## src/hdl/tsmq_pkg.sv

```systemverilog
// Shared types, constants and the sensor scan order for the timestamp merge of sensor queues.
// No dependencies; every other file in this block but tsmq_ram imports it.
package tsmq_pkg;

    localparam int NUM_Q            = 8;
    localparam int NUM_SENSORS      = 6;
    localparam int SMALL_DEPTH_DEF  = 4;
    localparam int IMU_DEPTH_DEF    = 128;

    localparam int CMD_W    = 2;
    localparam int SRC_W    = 3;
    localparam int FIX_W    = 3;
    localparam int STAMP_W  = 32;
    localparam int DATA_W   = 64;
    localparam int STATUS_W = 2;
    localparam int FILL_W   = 8;
    localparam int ENTRY_W  = STAMP_W + DATA_W;

    localparam logic [CMD_W-1:0] CMD_PUSH  = 2'd0;
    localparam logic [CMD_W-1:0] CMD_POP   = 2'd1;
    localparam logic [CMD_W-1:0] CMD_QUERY = 2'd2;

    localparam logic [STATUS_W-1:0] STAT_OK     = 2'd0;
    localparam logic [STATUS_W-1:0] STAT_DROP   = 2'd1;
    localparam logic [STATUS_W-1:0] STAT_FILTER = 2'd2;
    localparam logic [STATUS_W-1:0] STAT_EMPTY  = 2'd3;

    localparam logic [SRC_W-1:0] SRC_BARO = 3'd0;
    localparam logic [SRC_W-1:0] SRC_HUM  = 3'd1;
    localparam logic [SRC_W-1:0] SRC_MAG  = 3'd2;
    localparam logic [SRC_W-1:0] SRC_NAV  = 3'd3;
    localparam logic [SRC_W-1:0] SRC_TIME = 3'd4;
    localparam logic [SRC_W-1:0] SRC_RAW  = 3'd5;
    localparam logic [SRC_W-1:0] SRC_IMU  = 3'd6;
    localparam logic [SRC_W-1:0] SRC_VBAT = 3'd7;

    localparam logic [FIX_W-1:0] FIX_KEPT = 3'd3;

    typedef struct packed {
        logic push;
        logic pop;
        logic drop;
    } t_qupd;

    function automatic logic [SRC_W-1:0] sensor_src(input logic [SRC_W-1:0] k);
        logic [SRC_W-1:0] s;
        case (k)
            3'd0: s = SRC_BARO;
            3'd1: s = SRC_HUM;
            3'd2: s = SRC_MAG;
            3'd3: s = SRC_TIME;
            3'd4: s = SRC_IMU;
            3'd5: s = SRC_VBAT;
            default: s = SRC_BARO;
        endcase
        return s;
    endfunction

endpackage

```

## src/hdl/tsmq_qtab.sv

```systemverilog
// Per-queue read and write pointers, fill levels and high-water marks.
// Depends on tsmq_pkg.
module tsmq_qtab #(
    parameter int SMALL_DEPTH = tsmq_pkg::SMALL_DEPTH_DEF,
    parameter int IMU_DEPTH   = tsmq_pkg::IMU_DEPTH_DEF,
    parameter int PTR_W       = 2
) (
    input  logic                        i_clk,
    input  logic                        i_rst_n,
    input  logic [tsmq_pkg::SRC_W-1:0]  i_sel,
    input  tsmq_pkg::t_qupd             i_upd,
    output logic [tsmq_pkg::NUM_Q-1:0]  o_nonempty,
    output logic                        o_full,
    output logic [PTR_W-1:0]            o_rd_ptr,
    output logic [PTR_W-1:0]            o_wr_ptr,
    output logic [tsmq_pkg::FILL_W-1:0] o_peak
);
    import tsmq_pkg::*;

    localparam logic [FILL_W-1:0] D_SMALL = FILL_W'(SMALL_DEPTH);
    localparam logic [FILL_W-1:0] D_IMU   = FILL_W'(IMU_DEPTH);

    logic [PTR_W-1:0]  r_rd_ptr [NUM_Q];
    logic [PTR_W-1:0]  r_wr_ptr [NUM_Q];
    logic [FILL_W-1:0] r_fill   [NUM_Q];
    logic [FILL_W-1:0] r_peak   [NUM_Q];

    logic [FILL_W-1:0] depth_sel;
    logic [PTR_W-1:0]  last_sel;
    logic [FILL_W-1:0] fill_sel;
    logic [FILL_W-1:0] n_fill_inc;
    logic [PTR_W-1:0]  n_rd_adv;
    logic [PTR_W-1:0]  n_wr_adv;

    always_comb begin
        depth_sel  = (i_sel == SRC_IMU) ? D_IMU : D_SMALL;
        last_sel   = PTR_W'(depth_sel - 8'd1);
        fill_sel   = r_fill[i_sel];
        n_fill_inc = fill_sel + 8'd1;
        n_rd_adv   = (r_rd_ptr[i_sel] == last_sel) ? '0 : r_rd_ptr[i_sel] + 1'b1;
        n_wr_adv   = (r_wr_ptr[i_sel] == last_sel) ? '0 : r_wr_ptr[i_sel] + 1'b1;
    end

    always_ff @(posedge i_clk) begin
        if (!i_rst_n) begin
            for (int q = 0; q < NUM_Q; q++) begin
                r_rd_ptr[q] <= '0;
                r_wr_ptr[q] <= '0;
                r_fill[q]   <= '0;
                r_peak[q]   <= '0;
            end
        end else begin
            if (i_upd.push) begin
                r_wr_ptr[i_sel] <= n_wr_adv;
                r_fill[i_sel]   <= n_fill_inc;
                if (n_fill_inc > r_peak[i_sel]) begin
                    r_peak[i_sel] <= n_fill_inc;
                end
            end
            if (i_upd.drop) begin
                r_peak[i_sel] <= depth_sel;
            end
            if (i_upd.pop) begin
                r_rd_ptr[i_sel] <= n_rd_adv;
                r_fill[i_sel]   <= fill_sel - 8'd1;
            end
        end
    end

    for (genvar g = 0; g < NUM_Q; g++) begin : g_nonempty
        assign o_nonempty[g] = (r_fill[g] != '0);
    end

    assign o_full   = (fill_sel >= depth_sel);
    assign o_rd_ptr = r_rd_ptr[i_sel];
    assign o_wr_ptr = r_wr_ptr[i_sel];
    assign o_peak   = r_peak[i_sel];

endmodule

```

## config.mk

```make
export PLATFORM = sky130hd
export DESIGN_NAME = tsmq_qtab
export DESIGN_NICKNAME = d
export VERILOG_FILES = /design/src/hdl/tsmq_pkg.sv /design/src/hdl/tsmq_qtab.sv
export SDC_FILE = /design/constraint.sdc
export NUM_CORES = 1
export LEC_CHECK = 0
export ABC_CLOCK_PERIOD_IN_PS = 15200
export BUFFER_PORTS_ARGS = -buffer_cell sky130_fd_sc_hd__buf_4
export CORE_AREA = 3 3 115 117
export CTS_BUF_LIST = sky130_fd_sc_hd__clkbuf_4 sky130_fd_sc_hd__clkbuf_8
export CTS_CLUSTER_DIAMETER = 30
export DETAILED_ROUTE_END_ITERATION = 7
export DIE_AREA = 0 0 118 120
export HOLD_SLACK_MARGIN = 0.15
export PLACE_DENSITY_LB_ADDON = 0.3
export SLEW_MARGIN = 20
export SYNTH_ARGS = -nofsm -noshare
export SYNTH_HDL_FRONTEND = slang
export SYNTH_SLANG_ARGS = --single-unit
```

## constraint.sdc

```tcl
create_clock -name i_clk -period 15.2 [get_ports i_clk]
set_clock_uncertainty 0.1 [all_clocks]
set_input_delay 3.04 -clock i_clk [delete_from_list [all_inputs] [get_ports i_clk]]
set_output_delay 3.04 -clock i_clk [all_outputs]
set_load 0.01 [all_outputs]
```

==> reports/qor.txt, run 1 <==
Skew-Pair Late Insertion Delay: 470 ps
largest cells by area after synthesis: sky130_fd_sc_hd__edfxtp_1 (56%), sky130_fd_sc_hd__nor2_1 (5.1%), sky130_fd_sc_hd__nand2_1 (4.4%), sky130_fd_sc_hd__a22oi_1 (2.3%), sky130_fd_sc_hd__ha_1 (2.2%)
share of post-route cells with drive strength above 1: 0.179
Max rail drop VDD: 0.0000817 V
GRT overflow: 0
Total Routed Length: 22900 um
# clock sinks: 160
library cell with the largest summed area after synthesis: sky130_fd_sc_hd__edfxtp_1
Crit-path slowest cell: sky130_fd_sc_hd__and2_1
HPWL Detailed: 16000 um
detailed router's first-iteration violation count: 1018
overall die area: 14200 sq um
top-level port count: 29
effective utilization at floorplan: 0.690
synthesized area: 8600 sq um
setup total negative slack: 0 ps
async set-reset flop share out of synthesis: 0
CTS-repair resized insts: 0
Core Util, Final: 0.735
result of the run: finished, final reports clean
largest net degree at the start of global routing: 51
Buffers on Ports: 28
sequence of cells on the critical path: buf_4 -> nor2b_1 -> and2_1 -> clkinv_1 -> ha_1 -> nand2_1 -> nand3_1 -> a21o_1 -> buf_4
power density cells: 107 nW/um^2
layout overhead on the synthesized area: 6.49%
CTS clk-pin slew, worst paths: 90 ps
number of warnings reported in the yosys synthesis log: 0
unrepaired setup endpoints after global routing: no
highest cell delay on the worst timing path: 550 ps
total core area: 12500 sq um
number of hold buffers added after cts: 0
required arrival time at the worst endpoint: 12060 ps
Max Fclk: 114 MHz
fin nets: 777
final routed DRC violation total: 0
arrival time at the worst endpoint: 5650 ps
post-CTS setup repair buffer count: 0
diode insertion count for antenna repair: 0
fin. max-slew vios: 0
Routability Congestion: 1.03
Die Wd: 118 um
WL/cell: 24.4 um
final setup violation count: 0
first-pass detailed-route iteration total: 6
antenna violations before repair: 0
Bufs on Longest Clock Path: 2
portion of the post-synthesis area used by sequential elements: 0.559
CTS Root Buffer Type: sky130_fd_sc_hd__clkbuf_8
height of the die: 120 um
Primary FF master, synth: sky130_fd_sc_hd__edfxtp_1
number of global-route vias before repair: 6273
antenna-violating nets left: 0
average cell area after synthesis: 11.4 sq um
final hold viol count: 0
maximum net fanout on the critical path: 50
count of distinct cell types in the synthesized netlist: 76
# H-tree levels: 4
TritonCTS clock tree: done
Synth Net Count: 777
max-cap violations: 0
worst-case headroom to the max-slew limit: 0.305
critical path class: primary input to output pin
overall via count from detail_route: 6553
overall routing resource usage: 0.334
number of synthesized flops with an enable pin: 160
shortest period the worst path allows: 8790 ps
std cell rows: 41
Worst Hold Class: register to register
leak pwr: 3.32 nW
number of instances in the synthesized netlist: 754
final clock period utilization by the worst path: 0.578
register bit count reported by yosys: 160
area share of the largest cell type after synthesis: 0.559
clock buffers created by TritonCTS: 17
Critical Path End Type: output pin
via/cell ratio: 6.98
global-route wire length before repair: 35600 um
Worst Tran Pin Value: 1040 ps
Setup crit start kind: primary input
crit-path most repeated cell: sky130_fd_sc_hd__buf_4
stage by stage:
step	cells	power (mW)	hold WS [ps]	instance area, sq um	setup WS (ps)
final	939	0.976	1060	9160	6410
after global routing	939	1.00	1110	9160	6310
after CTS	939	0.972	1030	9150	6540
after detailed placement	907	0.682	1010	8780	6310
after global placement	907	0.677	988	8780	6520
after floorplan	754	0.632	858	8600	7070
sequential cells by signal (all words and copies together), names as in the netlist:
| name | cells |
|---|---|
| r_rd_ptr | 16 |
| r_peak | 64 |
| r_wr_ptr | 16 |
| r_fill | 64 |
kinds of logic (layout without fill, tap and decap cells):
| family | after synthesis | after routing | synth area share |
|---|---|---|---|
| AO/OA/AOI/OAI | 105 | 105 | 0.0934 |
| multiplexers | 31 | 31 | 0.0543 |
| flip-flops | 160 | 160 | 0.559 |
| adder cells (fa/ha/maj) | 15 | 15 | 0.0218 |
| XOR/XNOR | 9 | 9 | 0.0140 |
| buffers and inverters | 67 | 80 | 0.0388 |
| AND/OR/NAND/NOR | 367 | 367 | 0.219 |
cells in the final DEF, fill, tap and decap left out, types with 4 or more instances in the layout:
master                         n
sky130_fd_sc_hd__clkbuf_8     17
sky130_fd_sc_hd__mux2i_1      12
sky130_fd_sc_hd__clkinvlp_4    5
sky130_fd_sc_hd__nor2_1      115
sky130_fd_sc_hd__mux4_2        8
sky130_fd_sc_hd__inv_6         5
sky130_fd_sc_hd__or3_1         6
sky130_fd_sc_hd__a221oi_1      6
sky130_fd_sc_hd__or4_1        16
sky130_fd_sc_hd__nand2_1     100
sky130_fd_sc_hd__nor2b_1       4
sky130_fd_sc_hd__nor3_2       17
sky130_fd_sc_hd__nor2_2       11
sky130_fd_sc_hd__mux2_2        6
sky130_fd_sc_hd__o21ai_1      12
sky130_fd_sc_hd__o211ai_1      4
sky130_fd_sc_hd__nand3_1      15
sky130_fd_sc_hd__a22o_1       10
sky130_fd_sc_hd__buf_4        30
sky130_fd_sc_hd__edfxtp_1    160
sky130_fd_sc_hd__nor3_1       28
sky130_fd_sc_hd__a21oi_1      15
sky130_fd_sc_hd__nor4_1       16
sky130_fd_sc_hd__a22oi_1      26
sky130_fd_sc_hd__o21ai_0      13
sky130_fd_sc_hd__and3_1        7
sky130_fd_sc_hd__and2_1        6
sky130_fd_sc_hd__ha_1         15
sky130_fd_sc_hd__inv_1        14
area by class of cell:
type | count | area (sq um)
inverters | 18 | 67.6
fillers | 881 | 3310
multi-input cells | 527 | 3480
clock buffers | 17 | 234
well taps | 172 | 215
clock inverters | 15 | 134
repair buffers | 30 | 225
flip-flops and latches | 160 | 4800
Yosys cell counts (all sizes together), types with 7 or more instances:
master / instances
a22o: 10
clkbuf: 27
mux2i: 16
nor3: 45
edfxtp: 160
buf: 22
and3: 8
or3: 8
xnor2: 7
ha: 15
nor4: 18
mux4: 9
or4: 18
inv: 16
o21ai: 26
and2: 7
a22oi: 27
nand3: 16
nand2: 100
nor2: 126
a21oi: 16
metal layers:
metal  vias to the layer above  track usage  wire [um]
li1                       2792            -          -
met1                      3165        0.471       8740
met2                       515        0.515      10400
met3                        81       0.0716       2920
met4                         0        0.131        796
met5                         -            0          0
report_power, final:
part	switching (mW)	internal (mW)	leakage [nW]
registers	0.0119	0.509	1.66
logic	0.109	0.0485	1.49
clock network	0.167	0.130	0.173
worst paths after layout:
| path | start | end | slack, ps | cells past startpoint |
|---|---|---|---|---|
| worst max register to register | r_fill[5][0] | r_peak[6][6] | 9710 | 15 |
| worst min-delay path | r_rd_ptr[4][1] | r_rd_ptr[6][1] | 1060 | 5 |
| worst max-delay path | i_sel[2] | o_full | 6410 | 9 |
| worst min register to register | r_rd_ptr[4][1] | r_rd_ptr[6][1] | 1060 | 5 |
critical path, delay by kind of cell:
kind | cells | cell delay [ps]
AO/OA/AOI/OAI | 1 | 200
adder cells (fa/ha/maj) | 1 | 390
buffers and inverters | 3 | 1090
AND/OR/NAND/NOR | 4 | 900
(Power assumes the default switching activity.)
==> run 2: changes to the inputs <==
Settings changed: ABC_CLOCK_PERIOD_IN_PS 15200 to 7900, CORE_AREA 3 3 115 117 to 3 3 126 128, DIE_AREA 0 0 118 120 to 0 0 129 131.
Clock period 15.2 ns to 7.9 ns, I/O delays scaled along.
==> reports/qor.txt, run 2 (synthesis results as in run 1) <==
result of the run: finished, final reports clean
overall die area: 16900 sq um
CTS-repair resized insts: 0
shortest period the worst path allows: 6420 ps
final setup violation count: 0
# H-tree levels: 4
Bufs on Longest Clock Path: 2
worst slack at placement: 1180 ps
total core area: 15000 sq um
most common cell after layout, fill and taps aside: sky130_fd_sc_hd__edfxtp_1
first-pass detailed-route iteration total: 5
most used cells in the layout excluding fill and tap cells: sky130_fd_sc_hd__edfxtp_1 (160), sky130_fd_sc_hd__nor2_1 (116), sky130_fd_sc_hd__nand2_1 (100), sky130_fd_sc_hd__buf_4 (35), sky130_fd_sc_hd__nor3_1 (28)
layout overhead on the synthesized area: 7.59%
min setup slack post-route: 1480 ps
GRT overflow: 0
leak pwr: 3.37 nW
number of inserted filler cells in the final layout: 1197
largest registers in the final layout: r_fill x64, r_peak x64
# clock sinks: 160
overall routing resource usage: 0.282
overall via count from detail_route: 6299
std cell rows: 45
CTS Root Buffer Type: sky130_fd_sc_hd__clkbuf_8
via/cell ratio: 6.56
Max rail drop VDD: 0.000118 V
top-level port count: 29
Buffers on Ports: 28
CTS clk-pin slew, worst paths: 90 ps
critical path class: primary input to register
final clock period utilization by the worst path: 0.813
final routed DRC violation total: 0
HPWL Detailed: 16000 um
arrival time at the worst endpoint: 6500 ps
largest net degree at the start of global routing: 51
combined flip-flop and latch cell area: 4800 sq um
Critical Path End Type: register
Worst Hold Class: register to register
Die Wd: 129 um
Worst Tran Pin Value: 1080 ps
detailed router's first-iteration violation count: 864
setup total negative slack: 0 ps
antenna-violating nets left: 0
power density cells: 209 nW/um^2
WL/cell: 24.1 um
area post-placement: 8840 sq um
required arrival time at the worst endpoint: 7980 ps
Final Cell Area: 9250 sq um
area of the multi-input gates: 3470 sq um
height of the die: 131 um
worst-case headroom to the max-slew limit: 0.277
global-route wire length before repair: 35200 um
final hold viol count: 0
clock buffers created by TritonCTS: 17
max-cap violations: 0
antenna violations before repair: 0
number of hold buffers added after cts: 0
Max Fclk: 156 MHz
post-CTS setup repair buffer count: 0
Skew-Pair Late Insertion Delay: 470 ps
diode insertion count for antenna repair: 0
Routability Congestion: 0.947
maximum net fanout on the critical path: 50
fin nets: 782
Total Routed Length: 23100 um
fin. max-slew vios: 0
share of post-route cells with drive strength above 1: 0.180
unrepaired setup endpoints after global routing: no
TritonCTS clock tree: done
Setup crit start kind: primary input
effective utilization at floorplan: 0.574
number of global-route vias before repair: 6148
-- run 2: cell count changes in the layout (fill, tap and decap cells not counted), moves of 2 or more --
cell	before	now
sky130_fd_sc_hd__clkinv_1	3	5
sky130_fd_sc_hd__bufinv_16	1	3
sky130_fd_sc_hd__clkinv_4	1	3
sky130_fd_sc_hd__buf_4	30	35
sky130_fd_sc_hd__inv_6	5	1
sky130_fd_sc_hd__clkinv_2	2	0
-- run 2: through the flow --
stage | hold slack [ps] | util | instances | power, mW
finish | 1010 | 0.618 | 960 | 1.93
global route | 1060 | 0.618 | 960 | 1.99
CTS | 997 | 0.617 | 960 | 1.93
detailed placement | 979 | 0.590 | 928 | 1.32
global placement | 962 | 0.590 | 928 | 1.31
floorplan | 858 | - | 754 | 1.22
-- run 2: cell type report --
cell class,count,area share
Timing Repair Buffer,35,0.0284
Sequential cell,160,0.519
Clock inverter,14,0.0180
Clock buffer,18,0.0261
Tap cell,188,0.0254
Multi-Input combinational cell,527,0.376
Inverter,18,0.00730
-- run 2: path summary, 6_finish.rpt --
check	start	endpoint	slack, ps	cells past startpoint
max	i_sel[2]	r_peak[4][6]	1480	15
min	r_rd_ptr[2][1]	r_rd_ptr[0][1]	1010	5
max reg2reg	r_fill[5][0]	r_peak[4][6]	2720	14
min reg2reg	r_rd_ptr[2][1]	r_rd_ptr[0][1]	1010	5
-- run 2: routing by layer --
metal,global-route usage,part of all wire
met5,0,0
met4,0.121,0.034
met3,0.0557,0.079
met2,0.454,0.48
met1,0.376,0.41
-- run 2: power breakdown --
group	switching (mW)	internal [mW]	leakage [nW]	total, mW
clock	0.312	0.314	0.191	0.626
combinational	0.212	0.0944	1.51	0.306
sequential	0.0214	0.979	1.66	1.00
total	0.545	1.39	3.37	1.93
-- run 2: critical path, stage by stage --
cell	delay, ps
sky130_fd_sc_hd__buf_4	470
sky130_fd_sc_hd__mux2i_1	300
sky130_fd_sc_hd__o21ai_2	110
sky130_fd_sc_hd__a211oi_4	640
sky130_fd_sc_hd__clkinv_1	470
sky130_fd_sc_hd__ha_1	370
sky130_fd_sc_hd__nand3_1	130
sky130_fd_sc_hd__or3_1	170
sky130_fd_sc_hd__xnor2_2	270
sky130_fd_sc_hd__inv_1	130
sky130_fd_sc_hd__ha_1	330
sky130_fd_sc_hd__nand3_1	110
sky130_fd_sc_hd__o311ai_0	440
sky130_fd_sc_hd__or3_1	800
sky130_fd_sc_hd__nor3_1	130
==> run 3: changes to the inputs <==
Settings changed: ABC_AREA from default to 1, ABC_CLOCK_PERIOD_IN_PS 7900 to 6500, CORE_AREA 3 3 126 128 to 3 3 117 119, DIE_AREA 0 0 129 131 to 0 0 120 122.
Clock period 7.9 ns to 6.5 ns, I/O delays scaled along.
==> reports/qor.txt, run 3 <==
result of the run: finished, final reports clean
final hold viol count: 0
most used cells in the layout excluding fill and tap cells: sky130_fd_sc_hd__nand2_1 (275), sky130_fd_sc_hd__nor2_1 (160), sky130_fd_sc_hd__edfxtp_1 (160), sky130_fd_sc_hd__inv_1 (62), sky130_fd_sc_hd__buf_4 (31)
count of distinct cell types in the synthesized netlist: 37
power density cells: 253 nW/um^2
Bufs on Longest Clock Path: 2
worst reg2reg setup slack: 2070 ps
worst hold path stage count: 3
fin. max-slew vios: 0
effective utilization at floorplan: 0.638
Skew-Pair Late Insertion Delay: 460 ps
Core Util, Final: 0.691
std cell rows: 41
maximum net fanout on the critical path: 36
Synth Net Count: 887
adder and majority gate portion of the synthesized area: 0.0232
crit-path most repeated cell: sky130_fd_sc_hd__nand2_1
xor-xnor portion of the synthesized cell area: 0.00418
number of inserted filler cells in the final layout: 999
Synth Area in Compound Gates: 0.0525
largest cells by area after synthesis: sky130_fd_sc_hd__edfxtp_1 (59%), sky130_fd_sc_hd__nand2_1 (13%), sky130_fd_sc_hd__nor2_1 (7.4%), sky130_fd_sc_hd__inv_1 (2.9%), sky130_fd_sc_hd__ha_1 (2.3%)
worst reg2reg startpoint: r_fill[4][0]
setup total negative slack: 0 ps
final clock period utilization by the worst path: 0.864
critical path class: primary input to register
simple-gate share of the synthesized area: 0.275
top sig layer: met4
critical register-to-register path endpoint: r_peak[6][7]
overall routing resource usage: 0.287
global-route wire length before repair: 31500 um
Setup crit start kind: primary input
top cell types by occurrence after synthesis: sky130_fd_sc_hd__nand2_1 (275), sky130_fd_sc_hd__edfxtp_1 (160), sky130_fd_sc_hd__nor2_1 (160), sky130_fd_sc_hd__inv_1 (62), sky130_fd_sc_hd__nand3_1 (28)
required arrival time at the worst endpoint: 6530 ps
max-cap violations: 0
layout overhead on the synthesized area: 8.31%
largest net degree at the start of global routing: 37
# clock sinks: 160
Min Hold Slack: 831 ps
detailed route wirelength on metal2: 10100 um
post-route total power: 2.22 mW
arrival time at the worst endpoint: 5640 ps
post-CTS setup repair buffer count: 0
Total Routed Length: 20000 um
overall die area: 14600 sq um
Worst Hold Class: register to register
Max rail drop VDD: 0.000185 V
diode insertion count for antenna repair: 0
most common cell in the synthesized netlist: sky130_fd_sc_hd__nand2_1
final setup violation count: 0
height of the die: 122 um
most common cell after layout, fill and taps aside: sky130_fd_sc_hd__nand2_1
Crit-path slowest cell: sky130_fd_sc_hd__o31ai_2
shortest period the worst path allows: 5610 ps
number of instances in the synthesized netlist: 864
CTS Root Buffer Type: sky130_fd_sc_hd__clkbuf_8
library cell with the largest summed area after synthesis: sky130_fd_sc_hd__edfxtp_1
synthesized area: 8080 sq um
CTS-repair resized insts: 0
clock buffers created by TritonCTS: 17
GRT overflow: 0
unrepaired setup endpoints after global routing: no
number of global-route vias before repair: 6161
portion of the post-synthesis area used by sequential elements: 0.594
number of hold buffers added after cts: 0
number of cells on the worst reg-to-reg path: 16
worst-case headroom to the max-slew limit: 0.379
average cell area after synthesis: 9.36 sq um
number of warnings reported in the yosys synthesis log: 0
share of post-route cells with drive strength above 1: 0.121
total core area: 12700 sq um
TritonCTS clock tree: done
number of synthesized flops with an enable pin: 160
worst path bufs/invs: 5
# H-tree levels: 4
detailed router's first-iteration violation count: 709
top-level port count: 29
Buffers on Ports: 28
min setup slack post-route: 887 ps
largest registers in the final layout: r_fill x64, r_peak x64
Critical Path End Type: register
CTS clk-pin slew, worst paths: 80 ps
dominant combinational cell family by area after synthesis: simple AND/OR/NAND/NOR gates
first-pass detailed-route iteration total: 8
fin nets: 913
overall via count from detail_route: 6361
proportion of synthesized area in mux cells: 0
area share of the largest cell type after synthesis: 0.594
final routed DRC violation total: 0
antenna violations before repair: 0
Max Fclk: 178 MHz
Routability Congestion: 0.968
leak pwr: 3.60 nW
Worst Tran Pin Value: 929 ps
met1 wire length: 7620 um
met3 wire length: 1620 um
highest cell delay on the worst timing path: 750 ps
worst slack at placement: 653 ps
WL/cell: 18.6 um
sequence of cells on the critical path: buf_4 -> inv_6 -> nor2_4 -> nand2_1 -> nand2_1 -> nor2_1 -> nand2_1 -> buf_4 -> inv_2 -> nor2_4 -> xor2_2 -> inv_2 -> ha_1 -> nand2_1 -> o21ai_0 -> a21oi_1 -> o31ai_2 -> nand2_1 -> nand2_1
register bit count reported by yosys: 160
async set-reset flop share out of synthesis: 0
Min-Delay Startpoint: r_rd_ptr[2][0]
Primary FF master, synth: sky130_fd_sc_hd__edfxtp_1
largest delay contributor family on the critical path: simple AND/OR/NAND/NOR gates
antenna-violating nets left: 0
via/cell ratio: 5.92
Die Wd: 120 um
Worst Hold End: r_rd_ptr[7][0]
HPWL Detailed: 14000 um
[run 3: cell count changes in the layout (fill, tap and decap cells not counted), sizes merged, moves of 16 or more]
cell,before,now
or4,18,0
nand2,100,292
inv,17,75
mux2i,16,0
a22oi,27,6
nor3,45,1
nor2,126,176
[run 3: power breakdown]
| group | switching, mW | leakage [nW] | total [mW] | internal, mW |
|---|---|---|---|---|
| clock network | 0.366 | 0.171 | 0.670 | 0.304 |
| logic | 0.246 | 1.77 | 0.335 | 0.0883 |
| registers | 0.0238 | 1.66 | 1.21 | 1.19 |
[run 3: how the worst max path moves through the flow]
stage                         from      endpoint  slack, ps  cells past startpoint
final                     i_sel[0]  r_peak[6][7]        890                     19
after global routing      i_sel[0]  r_peak[3][3]        680                     19
after CTS                 i_sel[0]  r_peak[1][5]       1080                     19
after detailed placement  i_sel[0]  r_peak[1][0]        650                     19
after global placement    i_sel[0]  r_peak[3][2]        890                     19
after floorplan           i_sel[2]  r_peak[1][0]       1820                     20
[run 3: cell type report]
| cell class | instances | area, sq um | share of cell area |
|---|---|---|---|
| Clock buffer | 18 | 241 | 0.0276 |
| Clock inverter | 14 | 116 | 0.0133 |
| Inverter | 73 | 279 | 0.0319 |
| Multi-Input combinational cell | 607 | 2870 | 0.327 |
| Sequential cell | 160 | 4800 | 0.549 |
| Tap cell | 172 | 215 | 0.0246 |
| Timing Repair Buffer | 31 | 233 | 0.0266 |
[run 3: kinds of logic after synthesis]
group | count (synthesis)
adders and majority gates | 15
buffers and inverters | 97
AOI/OAI and AO/OA | 61
xor gates and xnor gates | 3
DFF | 160
and+or+nand+nor | 528
[run 3: tightest hold or removal path: stages, from the launching register on]
cell and delay, ps:
sky130_fd_sc_hd__edfxtp_1 330, sky130_fd_sc_hd__nand2_1 70, sky130_fd_sc_hd__nand4_1 300, sky130_fd_sc_hd__nor2_1 60
[run 3: through the flow]
| step | std cells | instance area [sq um] |
|---|---|---|
| global placement | 1043 | 8400 |
| detailed placement | 1043 | 8400 |
| CTS | 1075 | 8750 |
| global route | 1075 | 8750 |
| finish | 1075 | 8750 |
| floorplan | 864 | 8080 |
[run 3: layer usage]
metal  global-route usage  up-vias
met2                0.490      355
met5                    0        -
met1                0.358     3000
met3               0.0617       63
li1                     -     2943
met4                0.120        0
