--- src/hdl/tsmq_ram.sv ---
// Generic single-write, single-read synchronous RAM with a registered read port.
// No dependencies.
module tsmq_ram #(
    parameter int WIDTH = 8,
    parameter int DEPTH = 16
) (
    input  logic                                      i_clk,
    input  logic                                      i_we,
    input  logic [(DEPTH > 1 ? $clog2(DEPTH) : 1)-1:0] i_waddr,
    input  logic [WIDTH-1:0]                          i_wdata,
    input  logic                                      i_re,
    input  logic [(DEPTH > 1 ? $clog2(DEPTH) : 1)-1:0] i_raddr,
    output logic [WIDTH-1:0]                          o_rdata
);

    logic [WIDTH-1:0] r_mem [DEPTH];
    logic [WIDTH-1:0] r_rdata;

    always_ff @(posedge i_clk) begin
        if (i_we) begin
            r_mem[i_waddr] <= i_wdata;
        end
        if (i_re) begin
            r_rdata <= r_mem[i_raddr];
        end
    end

    assign o_rdata = r_rdata;

endmodule

--- config.mk ---
export PLATFORM = sky130hd
export DESIGN_NAME = tsmq_ram
export DESIGN_NICKNAME = d
export VERILOG_FILES = /design/src/hdl/tsmq_ram.sv
export SDC_FILE = /design/constraint.sdc
export NUM_CORES = 1
export LEC_CHECK = 0
export ABC_AREA = 1
export BUFFER_PORTS_ARGS = -buffer_cell sky130_fd_sc_hd__buf_2
export CAP_MARGIN = 10
export CORE_ASPECT_RATIO = 1.5
export CORE_MARGIN = 8
export CORE_UTILIZATION = 35
export CTS_BUF_LIST = sky130_fd_sc_hd__clkbuf_8 sky130_fd_sc_hd__clkbuf_16
export DETAILED_ROUTE_END_ITERATION = 6
export GPL_TIMING_DRIVEN = 0
export PLACE_DENSITY = 0.6
export SYNTH_ARGS = -nofsm -noshare
export SYNTH_HDL_FRONTEND = slang
export SYNTH_SLANG_ARGS = --single-unit
--- constraint.sdc ---
create_clock -name i_clk -period 1.6 [get_ports i_clk]
set_clock_uncertainty 0.2 [all_clocks]
set_input_delay 0.32 -clock i_clk [delete_from_list [all_inputs] [get_ports i_clk]]
set_output_delay 0.32 -clock i_clk [all_outputs]
set_load 0.01 [all_outputs]
==> results.rst, run 1 <==
.. list-table::
   :header-rows: 1

   * - Metric
     - Value
   * - Result of the run
     - finished, final reports clean
   * - Post-detailed-route count of antenna-violating nets
     - 0
   * - Post-layout minimum cycle time
     - 1.56 ns
   * - Chain of cells forming the critical path
     - buf_2 -> nand3b_1 -> nor2_1
   * - Delay-heaviest family, CP
     - simple AND/OR/NAND/NOR gates
   * - Maximum Capacitance Violations
     - 0
   * - IR drop worst, VDD
     - 0.612 mV
   * - Layout area overhead
     - 16.7%
   * - Overall fraction of global-route tracks in use
     - 0.145
   * - Path type of the worst min-delay path
     - in -> reg
   * - Number of setup violations in the final report
     - 0
   * - Via total after detailed routing
     - 3872
   * - Crit path capture type
     - register
   * - Fraction of post-synthesis cell area in the top cell type by area
     - 0.698
   * - Count of filler cells inserted in the layout
     - 1578
   * - Die Span Y
     - 174 um
   * - Max clock buf depth
     - 2
   * - Maximum achievable frequency
     - 642 MHz
   * - Area of the core
     - 16500 um^2
   * - Clock transition at the registers of the reported paths
     - 0.06 ns
   * - Number of synthesized register bits
     - 136
   * - Synth Cell Area
     - 5850 um^2
   * - Rows
     - 58
   * - Max incr delay on CP
     - 0.70 ns
   * - Number of library cell types mapped by synthesis
     - 11
   * - Antenna violations before repair
     - 0
   * - Top-count cell post-synth
     - sky130_fd_sc_hd__nand2_1
   * - Yosys warning count
     - 0
   * - Share of the yosys chip area belonging to registers
     - 0.698
   * - Starting density of the core
     - 0.353
   * - First-pass detailed-route iteration total
     - 5
   * - Mean post-synth cell area
     - 10.6 um^2
   * - Sum of routed wire length over all layers
     - 14.9 mm
   * - Starting DRC count in detailed routing
     - 319
   * - Hold Buf Count CTS
     - 0
   * - CP Data Required Time
     - 1.44 ns
   * - Type of the worst setup path
     - in -> reg
   * - Top cells by count, synth
     - sky130_fd_sc_hd__nand2_1, sky130_fd_sc_hd__edfxtp_1, sky130_fd_sc_hd__inv_1
   * - Syn nets
     - 570
   * - Net count reported at finish
     - 612
   * - Die outline width
     - 122 um
   * - Power density over the cells
     - 1250 nW/um^2
   * - Fin crit share
     - 0.974
   * - Clock buffer count from CTS
     - 17
   * - Post-synthesis cell count
     - 551
   * - Routability congestion estimate from global placement
     - 0.961
   * - DP Wirelength
     - 10.2 mm
   * - Number of global-route vias before repair
     - 3855
   * - Post-CTS setup buffer count
     - 0
   * - Largest fanout of any net on the critical path
     - 8
   * - Multi-input gate area in the final layout
     - 1220 um^2
   * - Root Driver
     - sky130_fd_sc_hd__clkbuf_16
   * - Max-slew violation count
     - 0
   * - Post-synth EDFFs
     - 136
   * - Area enclosed by the die boundary
     - 21200 um^2
   * - Max transition margin
     - 0.384
   * - Clock network latency to the later pin of the worst-skew pair
     - 0.42 ns
   * - Kind of launch point of the worst setup path
     - input pin
   * - Hold Fails Final Rpt
     - 0
   * - Unrepaired setup endpoints after global routing
     - yes
   * - Cell types with the largest area share after synthesis
     - sky130_fd_sc_hd__edfxtp_1, sky130_fd_sc_hd__nand2_1, sky130_fd_sc_hd__nand3_1
   * - Leakage component of the power
     - 2.92 nW
   * - Wire length of the first global-routing pass
     - 22.3 mm
   * - Final-layout setup total negative slack
     - 0 ns
   * - Standard cell with the maximum stage delay on the critical path
     - sky130_fd_sc_hd__nor2_1
   * - Most instantiated flip-flop cell in the synthesis netlist
     - sky130_fd_sc_hd__edfxtp_1
   * - WL per Instance
     - 18.3 um
   * - Fraction of registers with async set/reset
     - 0
   * - Sum of buffers and inverters on the critical path
     - 1
   * - Sequential Area
     - 4080 um^2
   * - Number of diodes added for antenna fixing
     - 0
   * - Pin count of the biggest net entering global routing
     - 17
   * - Clock sink total
     - 136
   * - Least-Margin Pin Slew
     - 0.921 ns
   * - DRC viols
     - 0
   * - Remaining global-route overflow
     - 0
   * - CTS tree
     - done
   * - Crit path DAT
     - 1.40 ns
   * - Fraction of layout cells with a size suffix above 1
     - 0.134
   * - Total power consumption of the routed design
     - 0.00850 W
   * - Depth of the CTS H-tree
     - 4
   * - Number of top-level pins
     - 27
   * - DR vias/cell
     - 4.75
   * - PortBufs
     - 23
   * - Top cell type by total area after synthesis
     - sky130_fd_sc_hd__edfxtp_1
## repair_timing
action                                  4_1_cts  5_1_grt
endpoints found under the setup margin        8       16
gates cloned                                  0        0
resized for setup                             1        1
## layout make-up
| type | instances | share of cell area |
|---|---|---|
| Tap cell | 210 | 0.0385 |
| Clock buffer | 17 | 0.0624 |
| Sequential cell | 136 | 0.599 |
| Multi-Input combinational cell | 289 | 0.179 |
| Buffer | 24 | 0.0244 |
| Clock inverter | 15 | 0.0246 |
| Inverter | 102 | 0.0561 |
| Timing Repair Buffer | 23 | 0.0169 |
## metal layers
layer | part of all wire | track usage | vias to the layer above
met5 | 0 | 0 | -
li1 | - | - | 1870
met3 | 0.048 | 0.0240 | 42
met1 | 0.38 | 0.156 | 1822
met4 | 0.054 | 0.0971 | 0
met2 | 0.52 | 0.253 | 138
## per-stage QoR
| step | setup WS (ns) | hold WS (ns) | cell area (um^2) | instances | utilization |
|---|---|---|---|---|---|
| 2_1_floorplan | 0.129 | 0.219 | 5850 | 551 | - |
| 3_3_place_gp | -0.375 | 0.452 | 6220 | 784 | 0.376 |
| 3_5_place_dp | -0.439 | 0.454 | 6220 | 784 | 0.376 |
| 4_1_cts | 0.0590 | 0.0250 | 6820 | 816 | 0.412 |
| 5_1_grt | -0.0213 | 0.0521 | 6820 | 816 | 0.412 |
| 6_report | 0.0412 | 0.0266 | 6820 | 816 | 0.412 |
## registers in the layout (all words and copies together) (netlist names)
| register | cells |
|---|---|
| r_mem | 128 |
| o_rdata | 8 |
## cell usage in the layout, fill, tap and decap left out, types with 4 or more instances in the layout
cell	instances
sky130_fd_sc_hd__nand2_1	173
sky130_fd_sc_hd__edfxtp_1	136
sky130_fd_sc_hd__inv_1	101
sky130_fd_sc_hd__nand3_1	97
sky130_fd_sc_hd__buf_2	36
sky130_fd_sc_hd__clkbuf_16	17
sky130_fd_sc_hd__nor2_1	15
sky130_fd_sc_hd__buf_6	6
sky130_fd_sc_hd__inv_6	5
sky130_fd_sc_hd__clkinv_4	5
sky130_fd_sc_hd__buf_4	4
## report_power, final
part,switching [W],leakage [nW],internal [W]
registers,0.0000180,1.24,0.00401
clock network,0.00160,0.296,0.00233
logic,0.000385,1.39,0.000150
## worst paths after layout
| check | startpoint | slack, ns | to | depth (start not counted) |
|---|---|---|---|---|
| worst max register to register | r_mem[2][0] | 0.20 | o_rdata[0] | 6 |
| worst max-delay path | i_waddr[2] | 0.04 | r_mem[11][4] | 3 |
| worst min register to register | r_mem[10][7] | 0.57 | o_rdata[7] | 6 |
| worst min-delay path | i_re | 0.03 | o_rdata[5] | 1 |
## kinds of logic (layout without fill, tap and decap cells)
| family | count (synthesis) | in the layout | synth area share |
|---|---|---|---|
| AND/OR/NAND/NOR | 289 | 289 | 0.208 |
| flip-flops | 136 | 136 | 0.698 |
| buffers and inverters | 126 | 181 | 0.0939 |
Note: power is estimated with default switching activity, not from simulation.
==> inputs of run 2 (changes only) <==
Settings changed: PLACE_DENSITY 0.6 to 0.62.
Clock period 1.6 ns to 1.4 ns, I/O delays scaled along.
==> run 2 against run 1 <==
Against the previous run: the run now ends with setup timing left; total power rose by 11%; via count increased by 0.72%; clock-buffer cell count is the same; sequential power increased by 14%; register-to-register slack worse by 0.16 ns; first-iteration DRC count grew 8.8%; cell count up 0.12%; sequential share of layout area is 0.60 points lower; routed wire length down 2.2%; clock power increased by 5.8%; combinational power rose by 18%; critical endpoint is now r_mem[9][0].
==> results.rst, run 2 (synthesis gave the netlist of run 1 again) <==
.. list-table::
   :header-rows: 1

   * - Metric
     - Value
   * - Result of the run
     - finished, violations left
   * - Violations in the final reports
     - setup timing
   * - Standard cell with the maximum stage delay on the critical path
     - sky130_fd_sc_hd__nor2_1
   * - Depth of the CTS H-tree
     - 4 (unchanged)
   * - Maximum Capacitance Violations
     - 0 (unchanged)
   * - Die outline width
     - 122 um (unchanged)
   * - CP Data Required Time
     - 1.24 ns (-0.20 ns)
   * - First-pass detailed-route iteration total
     - 5 (unchanged)
   * - Leakage component of the power
     - 2.92 nW (about the same)
   * - Most used cells in the layout excluding fill and tap cells
     - sky130_fd_sc_hd__nand2_1, sky130_fd_sc_hd__edfxtp_1, sky130_fd_sc_hd__inv_1, sky130_fd_sc_hd__nand3_1, sky130_fd_sc_hd__buf_2
   * - Fraction of layout cells with a size suffix above 1
     - 0.168 (+0.0344)
   * - Number of setup violations in the final report
     - 26 (+26)
   * - Chain of cells forming the critical path
     - buf_2 -> nand3b_1 -> nor2_1
   * - DR vias/cell
     - 4.77 (+0.60%)
   * - Type of the worst setup path
     - in -> reg
   * - Clock network latency to the later pin of the worst-skew pair
     - 0.42 ns (about the same)
   * - Multi-input gate area in the final layout
     - 1300 um^2 (+7.0%)
   * - Sum of routed wire length over all layers
     - 14.6 mm (-2.2%)
   * - Post-layout minimum cycle time
     - 1.51 ns
   * - Total power consumption of the routed design
     - 0.00942 W (+11%)
   * - Post-detailed-route count of antenna-violating nets
     - 0 (unchanged)
   * - Sequential Area
     - 4080 um^2 (unchanged)
   * - Largest fanout of any net on the critical path
     - 8 (unchanged)
   * - Kind of launch point of the worst setup path
     - input pin
   * - Part of the power in combinational logic
     - 0.067 (+0.004)
   * - Internal portion of total power
     - 0.00721 W (+11%)
   * - Worst r2r dst
     - o_rdata[5]
   * - Hold Crit Depth
     - 1 (unchanged)
   * - Area of the core
     - 16500 um^2 (unchanged)
   * - Post-Place Setup Slack
     - -0.532 ns (-0.0934 ns)
   * - DRC viols
     - 0 (unchanged)
   * - Switching share of power
     - 0.234 (-0.00175)
   * - Area enclosed by the die boundary
     - 21200 um^2 (unchanged)
   * - Number of diodes added for antenna fixing
     - 0 (unchanged)
   * - Crit path DAT
     - 1.36 ns (-0.04 ns)
   * - Max-slew violation count
     - 0 (unchanged)
   * - Root Driver
     - sky130_fd_sc_hd__clkbuf_16
   * - Max clock buf depth
     - 2 (unchanged)
   * - Overall fraction of global-route tracks in use
     - 0.142 (-0.00317)
   * - Utilization after layout
     - 0.417 (+0.00416)
   * - Clock transition at the registers of the reported paths
     - 0.06 ns (about the same)
   * - PortBufs
     - 23 (unchanged)
   * - Hold Fails Final Rpt
     - 0 (unchanged)
   * - Hold WS
     - 0.0629 ns (+0.0363 ns)
   * - Fin crit share
     - 1.08
   * - CTS tree
     - done
   * - Unrepaired setup endpoints after global routing
     - yes
   * - Worst Setup Slack, final
     - -0.112 ns (-0.153 ns)
   * - Max transition margin
     - 0.446 (+0.0627)
   * - Net count reported at finish
     - 613 (+0.16%)
   * - Startpoint of the tightest hold check path
     - i_wdata[2]
   * - Pin count of the biggest net entering global routing
     - 17 (unchanged)
   * - Via total after detailed routing
     - 3900 (+0.72%)
   * - Register name with the most flops
     - r_mem
   * - IR drop worst, VDD
     - 0.729 mV (+19%)
   * - Most common cell after layout, fill and taps aside
     - sky130_fd_sc_hd__nand2_1
   * - Die Span Y
     - 174 um (unchanged)
   * - Power density over the cells
     - 1370 nW/um^2 (+9.6%)
   * - Part of the power in the clock network
     - 0.443 (-0.020)
   * - Post-CTS setup buffer count
     - 0 (unchanged)
   * - DP Wirelength
     - 10.1 mm (-0.60%)
   * - Clock buffer count from CTS
     - 17 (unchanged)
   * - Clock sink total
     - 136 (unchanged)
   * - Path type of the worst min-delay path
     - in -> reg
   * - Reported net switching power
     - 0.00221 W (+9.9%)
   * - Count of filler cells inserted in the layout
     - 1601 (+1.5%)
   * - Reg2reg setup slack
     - 0.04 ns (-0.16 ns)
   * - Starting DRC count in detailed routing
     - 347 (+8.8%)
   * - Crit path capture type
     - register
   * - Flip-flop count of the largest register after layout
     - 128 (unchanged)
   * - Sequential fraction of design power
     - 0.490 (+0.016)
   * - Rows
     - 58 (unchanged)
   * - Number of global-route vias before repair
     - 3795 (-1.6%)
   * - Routability congestion estimate from global placement
     - 0.955 (-0.57%)
   * - Remaining global-route overflow
     - 0 (unchanged)
   * - Source of the worst register-to-register timing path
     - r_mem[1][5]
   * - Maximum achievable frequency
     - 662 MHz
   * - Wire length of the first global-routing pass
     - 21.9 mm (-1.9%)
   * - Antenna violations before repair
     - 0 (unchanged)
   * - Layout area overhead
     - 17.9%
   * - Cell depth of the worst flop-to-flop path
     - 6 (unchanged)
   * - Max incr delay on CP
     - 0.69 ns (about the same)
   * - End of the worst hold path
     - r_mem[2][2]
   * - Least-Margin Pin Slew
     - 0.828 ns (-0.0937 ns)
   * - Final-layout setup total negative slack
     - -2.24 ns (-2.24 ns)
   * - Starting density of the core
     - 0.353 (unchanged)
   * - Number of top-level pins
     - 27 (unchanged)
   * - WL per Instance
     - 17.8 um (-2.4%)
## run 2: changes by cell type in the layout (fill, tap and decap cells not counted), moves of 2 or more
cell / previous run / this run
sky130_fd_sc_hd__clkinv_2: 1 / 3
sky130_fd_sc_hd__nor2_1: 15 / 5
sky130_fd_sc_hd__clkbuf_4: 0 / 2
sky130_fd_sc_hd__nand3_1: 97 / 85
sky130_fd_sc_hd__nand3_2: 0 / 12
sky130_fd_sc_hd__buf_4: 4 / 8
sky130_fd_sc_hd__nor2_2: 2 / 12
sky130_fd_sc_hd__clkinv_4: 5 / 1
sky130_fd_sc_hd__clkinvlp_4: 0 / 4
sky130_fd_sc_hd__buf_2: 36 / 30
## run 2: through the flow
stage / cell area [um^2] / cells
6_report: 6890 / 817
5_1_grt: 6890 / 817
4_1_cts: 6800 / 817
3_5_place_dp: 6220 / 784
3_3_place_gp: 6220 / 784
2_1_floorplan: 5850 / 551
## run 2: power groups by stage
stage | logic [W] | clock network [W] | registers (W)
6_report | 0.000633 | 0.00417 | 0.00461
5_1_grt | 0.000688 | 0.00436 | 0.00462
4_1_cts | 0.000607 | 0.00420 | 0.00461
3_5_place_dp | 0.000600 | 0 | 0.00469
3_3_place_gp | 0.000592 | 0 | 0.00469
2_1_floorplan | 0.000322 | 0 | 0.00470
## run 2: worst max-delay path by stage
stage | start | endpoint | slack, ns | cells past startpoint
CTS | i_waddr[2] | r_mem[9][0] | -0.09 | 3
detailed placement | i_waddr[2] | r_mem[9][1] | -0.53 | 3
global placement | i_waddr[2] | r_mem[10][3] | -0.52 | 3
floorplan | i_waddr[3] | r_mem[4][0] | -0.03 | 2
global route | i_waddr[2] | r_mem[9][4] | -0.12 | 3
finish | i_waddr[2] | r_mem[9][0] | -0.11 | 3
## run 2: timing repair
item                       in CTS  in global routing
hold endpoints to repair        8                  0
resized for setup               5                 29
gates cloned                    0                  0
setup endpoints to repair      80                 80
hold buffers                    1                  0
## run 2: worst max-delay path: cells and delay by family
kind,cells,cell delay [ns]
buffers and inverters,1,0.12
AND/OR/NAND/NOR,2,0.95
## run 2: routing by layer
layer	GRT usage	up-vias	wire length (um)
li1	-	1872	-
met1	0.153	1878	5430
met2	0.253	120	7950
met3	0.0331	30	716
met4	0.0681	0	477
met5	0	-	0
## run 2: area by class of cell
| type | instances | area share |
|---|---|---|
| sequential | 136 | 0.593 |
| timing repair buffer | 24 | 0.0182 |
| tap | 210 | 0.0381 |
| inverter | 102 | 0.0556 |
| clock buffer | 17 | 0.0617 |
| buffer | 24 | 0.0263 |
| multi-input combinational | 289 | 0.189 |
| clock inverter | 15 | 0.0183 |
==> inputs of run 3 (changes only) <==
Settings changed: ABC_AREA 1 to 0.
==> run 3 against run 2 <==
Against the previous run: the flow still finishes with violations (setup timing); sequential power about the same; cell area down 6.4%; register-to-register slack worse by 0.30 ns; routed wire length down 32%; synthesized cell count down 58%; via count down 40%; non-clock buffer count down 11; first-iteration DRC count down 38%; core utilization up 2.5 points; critical path type is now reg -> reg.
==> results.rst, run 3 <==
.. list-table::
   :header-rows: 1

   * - Metric
     - Value
   * - Xor-xnor portion of the synthesized cell area
     - 0 (unchanged)
   * - Unrepaired setup endpoints after global routing
     - yes
   * - Register name with the most flops
     - r_mem
   * - Kind of launch point of the worst setup path
     - register
   * - Multiplexer area fraction after synthesis
     - 0.148 (+0.148)
   * - Area of the core
     - 14600 um^2 (-12%)
   * - Clock network latency to the later pin of the worst-skew pair
     - 0.41 ns (about the same)
   * - Maximum Capacitance Violations
     - 0 (unchanged)
   * - Routability congestion estimate from global placement
     - 0.719 (-25%)
   * - End of the worst hold path
     - o_rdata[1]
   * - Area enclosed by the die boundary
     - 19200 um^2 (-9.4%)
   * - Most instantiated flip-flop cell in the synthesis netlist
     - sky130_fd_sc_hd__edfxtp_1
   * - Yosys warning count
     - 0 (unchanged)
   * - Fraction of layout cells with a size suffix above 1
     - 0.429 (+0.261)
   * - Root Driver
     - sky130_fd_sc_hd__clkbuf_16
   * - Design area
     - 6450 um^2 (-6.4%)
   * - Fraction of the mapped netlist area in adder cells
     - 0 (unchanged)
   * - Type of the worst setup path
     - reg -> reg
   * - Hold Buf Count CTS
     - 0 (-1)
   * - Clock transition at the registers of the reported paths
     - 0.06 ns (about the same)
   * - Fraction of registers with async set/reset
     - 0 (unchanged)
   * - Met3 WL post-DR
     - 397 um (-45%)
   * - CP Data Required Time
     - 1.35 ns (+0.11 ns)
   * - Pin count of the biggest net entering global routing
     - 17 (unchanged)
   * - IR drop worst, VDD
     - 0.754 mV (+3.5%)
   * - Startpoint of the tightest hold check path
     - i_re
   * - PortBufs
     - 25 (+8.7%)
   * - Clock buffer count from CTS
     - 17 (unchanged)
   * - Max-slew violation count
     - 0 (unchanged)
   * - Cell types with the largest area share after synthesis
     - sky130_fd_sc_hd__edfxtp_1, sky130_fd_sc_hd__mux4_2, sky130_fd_sc_hd__mux4_1
   * - Antenna violations before repair
     - 0 (unchanged)
   * - Cell total after placement
     - 450 (-43%)
   * - Number of global-route vias before repair
     - 2538 (-33%)
   * - Post-synth EDFFs
     - 136 (unchanged)
   * - Number of standard cells in the final layout excluding fillers
     - 483 (-41%)
   * - Multi-input gate area in the final layout
     - 1180 um^2 (-9.3%)
   * - Top cell type by total area after synthesis
     - sky130_fd_sc_hd__edfxtp_1
   * - Sum of routed wire length over all layers
     - 9.89 mm (-32%)
   * - Die Span Y
     - 166 um (-4.9%)
   * - Most common cell after layout, fill and taps aside
     - sky130_fd_sc_hd__edfxtp_1
   * - Via total after detailed routing
     - 2335 (-40%)
   * - Standard cell area after detailed placement
     - 5670 um^2 (-9.0%)
   * - DRC viols
     - 0 (unchanged)
   * - Path type of the worst min-delay path
     - in -> reg
   * - Clock sink total
     - 136 (unchanged)
   * - WL per Instance
     - 20.5 um (+15%)
   * - Wire length of the first global-routing pass
     - 14.8 mm (-32%)
   * - Leakage component of the power
     - 2.06 nW (-29%)
   * - Number of diodes added for antenna fixing
     - 0 (unchanged)
   * - Most used cells in the layout excluding fill and tap cells
     - sky130_fd_sc_hd__edfxtp_1, sky130_fd_sc_hd__mux4_2, sky130_fd_sc_hd__buf_2, sky130_fd_sc_hd__clkbuf_16, sky130_fd_sc_hd__nor2_4
   * - Hold Fails Final Rpt
     - 0 (unchanged)
   * - Flip-flop count of the largest register after layout
     - 128 (unchanged)
   * - Synth Cell Area
     - 5230 um^2 (-11%)
   * - DR vias/cell
     - 4.83 (+1.3%)
   * - Number of synthesized register bits
     - 136 (unchanged)
   * - Starting density of the core
     - 0.358 (+0.00482)
   * - Least-Margin Pin Slew
     - 0.801 ns (-0.0266 ns)
   * - Source of the worst register-to-register timing path
     - r_mem[7][1]
   * - Rows
     - 54 (-6.9%)
   * - Fin crit share
     - 1.19 (+0.106)
   * - Maximum achievable frequency
     - 602 MHz (-9.0%)
   * - Post-detailed-route count of antenna-violating nets
     - 0 (unchanged)
   * - Worst r2r dst
     - o_rdata[1]
   * - Top-count cell post-synth
     - sky130_fd_sc_hd__edfxtp_1
   * - Share of the yosys chip area belonging to registers
     - 0.781 (+0.0828)
   * - Remaining global-route overflow
     - 0 (unchanged)
   * - Syn nets
     - 248 (-56%)
   * - Crit path DAT
     - 1.61 ns (+0.25 ns)
   * - Cell depth of the worst flop-to-flop path
     - 3 (-3)
   * - Max transition margin
     - 0.464 (+0.0178)
   * - Hold Crit Depth
     - 1 (unchanged)
   * - DP Wirelength
     - 6.68 mm (-34%)
   * - Number of setup violations in the final report
     - 8 (-69%)
   * - Power density over the cells
     - 1530 nW/um^2 (+12%)
   * - Top cells by count, synth
     - sky130_fd_sc_hd__edfxtp_1, sky130_fd_sc_hd__mux4_2, sky130_fd_sc_hd__a22oi_1
   * - Topmost layer with routed signal wires
     - met4
   * - Net count reported at finish
     - 294 (-52%)
   * - Mean post-synth cell area
     - 22.8 um^2 (+120%)
   * - Crit path capture type
     - register
   * - Post-layout minimum cycle time
     - 1.66 ns (+0.149 ns)
   * - Result of the run
     - finished, violations left
   * - Max clock buf depth
     - 2 (unchanged)
   * - Layout area overhead
     - 23.3%
   * - Number of library cell types mapped by synthesis
     - 18 (+7)
   * - Depth of the CTS H-tree
     - 4 (unchanged)
   * - Number of top-level pins
     - 27 (unchanged)
   * - Count of filler cells inserted in the layout
     - 1264 (-21%)
   * - Largest fanout of any net on the critical path
     - 1 (-7)
   * - Starting DRC count in detailed routing
     - 215 (-38%)
   * - Die outline width
     - 116 um (-4.7%)
   * - Compound-gate portion of the synthesized area
     - 0.0230 (+0.0230)
   * - Largest family of logic cells by synthesized area
     - multiplexers
   * - Violations in the final reports
     - setup timing
   * - WL met2
     - 5.50 mm (-31%)
   * - Sequential Area
     - 4080 um^2 (unchanged)
   * - Fraction of post-synthesis cell area in the top cell type by area
     - 0.781 (+0.0828)
   * - Post-synthesis cell count
     - 229 (-58%)
   * - Basic-gate share of the synthesized area counting and, or, nand and nor cells
     - 0.0314 (-0.176)
   * - DRT met1 WL
     - 3.84 mm (-29%)
   * - Reg2reg setup slack
     - -0.26 ns (-0.30 ns)
   * - First-pass detailed-route iteration total
     - 4 (-1)
   * - Overall fraction of global-route tracks in use
     - 0.110 (-0.0321)
   * - Worst Setup Slack, final
     - -0.260 ns (-0.149 ns)
   * - CTS tree
     - done
[run 3: layout make-up]
cell class,instances,area share
Clock inverter,14,0.0324
Tap cell,196,0.0380
Sequential cell,136,0.633
Timing Repair Buffer,27,0.0281
Clock buffer,17,0.0660
Multi-Input combinational cell,83,0.183
Buffer,10,0.0186
[run 3: how the worst max path moves through the flow]
stage	depth (start not counted)	to	startpoint	slack (ns)
after floorplan	5	o_rdata[1]	i_raddr[0]	-0.28
after global routing	3	o_rdata[7]	r_mem[1][7]	-0.31
after global placement	3	r_mem[13][3]	i_waddr[1]	-0.62
after CTS	3	o_rdata[7]	r_mem[1][7]	-0.29
after detailed placement	5	o_rdata[0]	i_raddr[1]	-0.65
final	3	o_rdata[1]	r_mem[7][1]	-0.26
[run 3: where the power goes]
part           switching (W)  internal (W)  leakage, nW
logic               0.000288      0.000213        0.516
registers          0.0000190       0.00459         1.24
clock network        0.00161       0.00314        0.311
[run 3: cells by family (layout without fill, tap and decap cells)]
kind of cell	Yosys count	after routing
flops	136	136
compound gates	16	16
mux	32	32
buf+inv	10	68
simple gates	35	35
[run 3: what timing repair did]
| item | CTS | global route |
|---|---|---|
| gates resized for setup | 12 | 13 |
| hold endpoints to repair | 0 | 0 |
| endpoints found under the setup margin | 54 | 88 |
| pin swaps | 4 | 5 |
| gates cloned | 0 | 0 |
| buffers inserted | 1 | 1 |
[run 3: critical path, stage by stage (launching register included)]
cell                       delay, ns
sky130_fd_sc_hd__edfxtp_1       0.36
sky130_fd_sc_hd__mux4_2         0.52
sky130_fd_sc_hd__a22oi_2        0.25
sky130_fd_sc_hd__nand2_1        0.08
[run 3: stage by stage]
step | setup WS (ns) | hold slack, ns | utilization | setup TNS, ns | power, W
after global routing | -0.311 | 0.00904 | 0.442 | -2.44 | 0.0101
after CTS | -0.288 | 0.00643 | 0.436 | -2.01 | 0.00991
after detailed placement | -0.647 | 0.434 | 0.388 | -57.63 | 0.00517
after floorplan | -0.280 | 0.179 | - | -7.60 | 0.00497
final | -0.260 | 0.0175 | 0.442 | -1.71 | 0.00985
after global placement | -0.622 | 0.418 | 0.388 | -56.05 | 0.00516
[run 3: layer usage]
layer  track usage  vias to the layer above
met3        0.0320                       10
li1              -                     1057
met1         0.118                     1225
met5             0                        -
met4        0.0527                        0
met2         0.190                       43
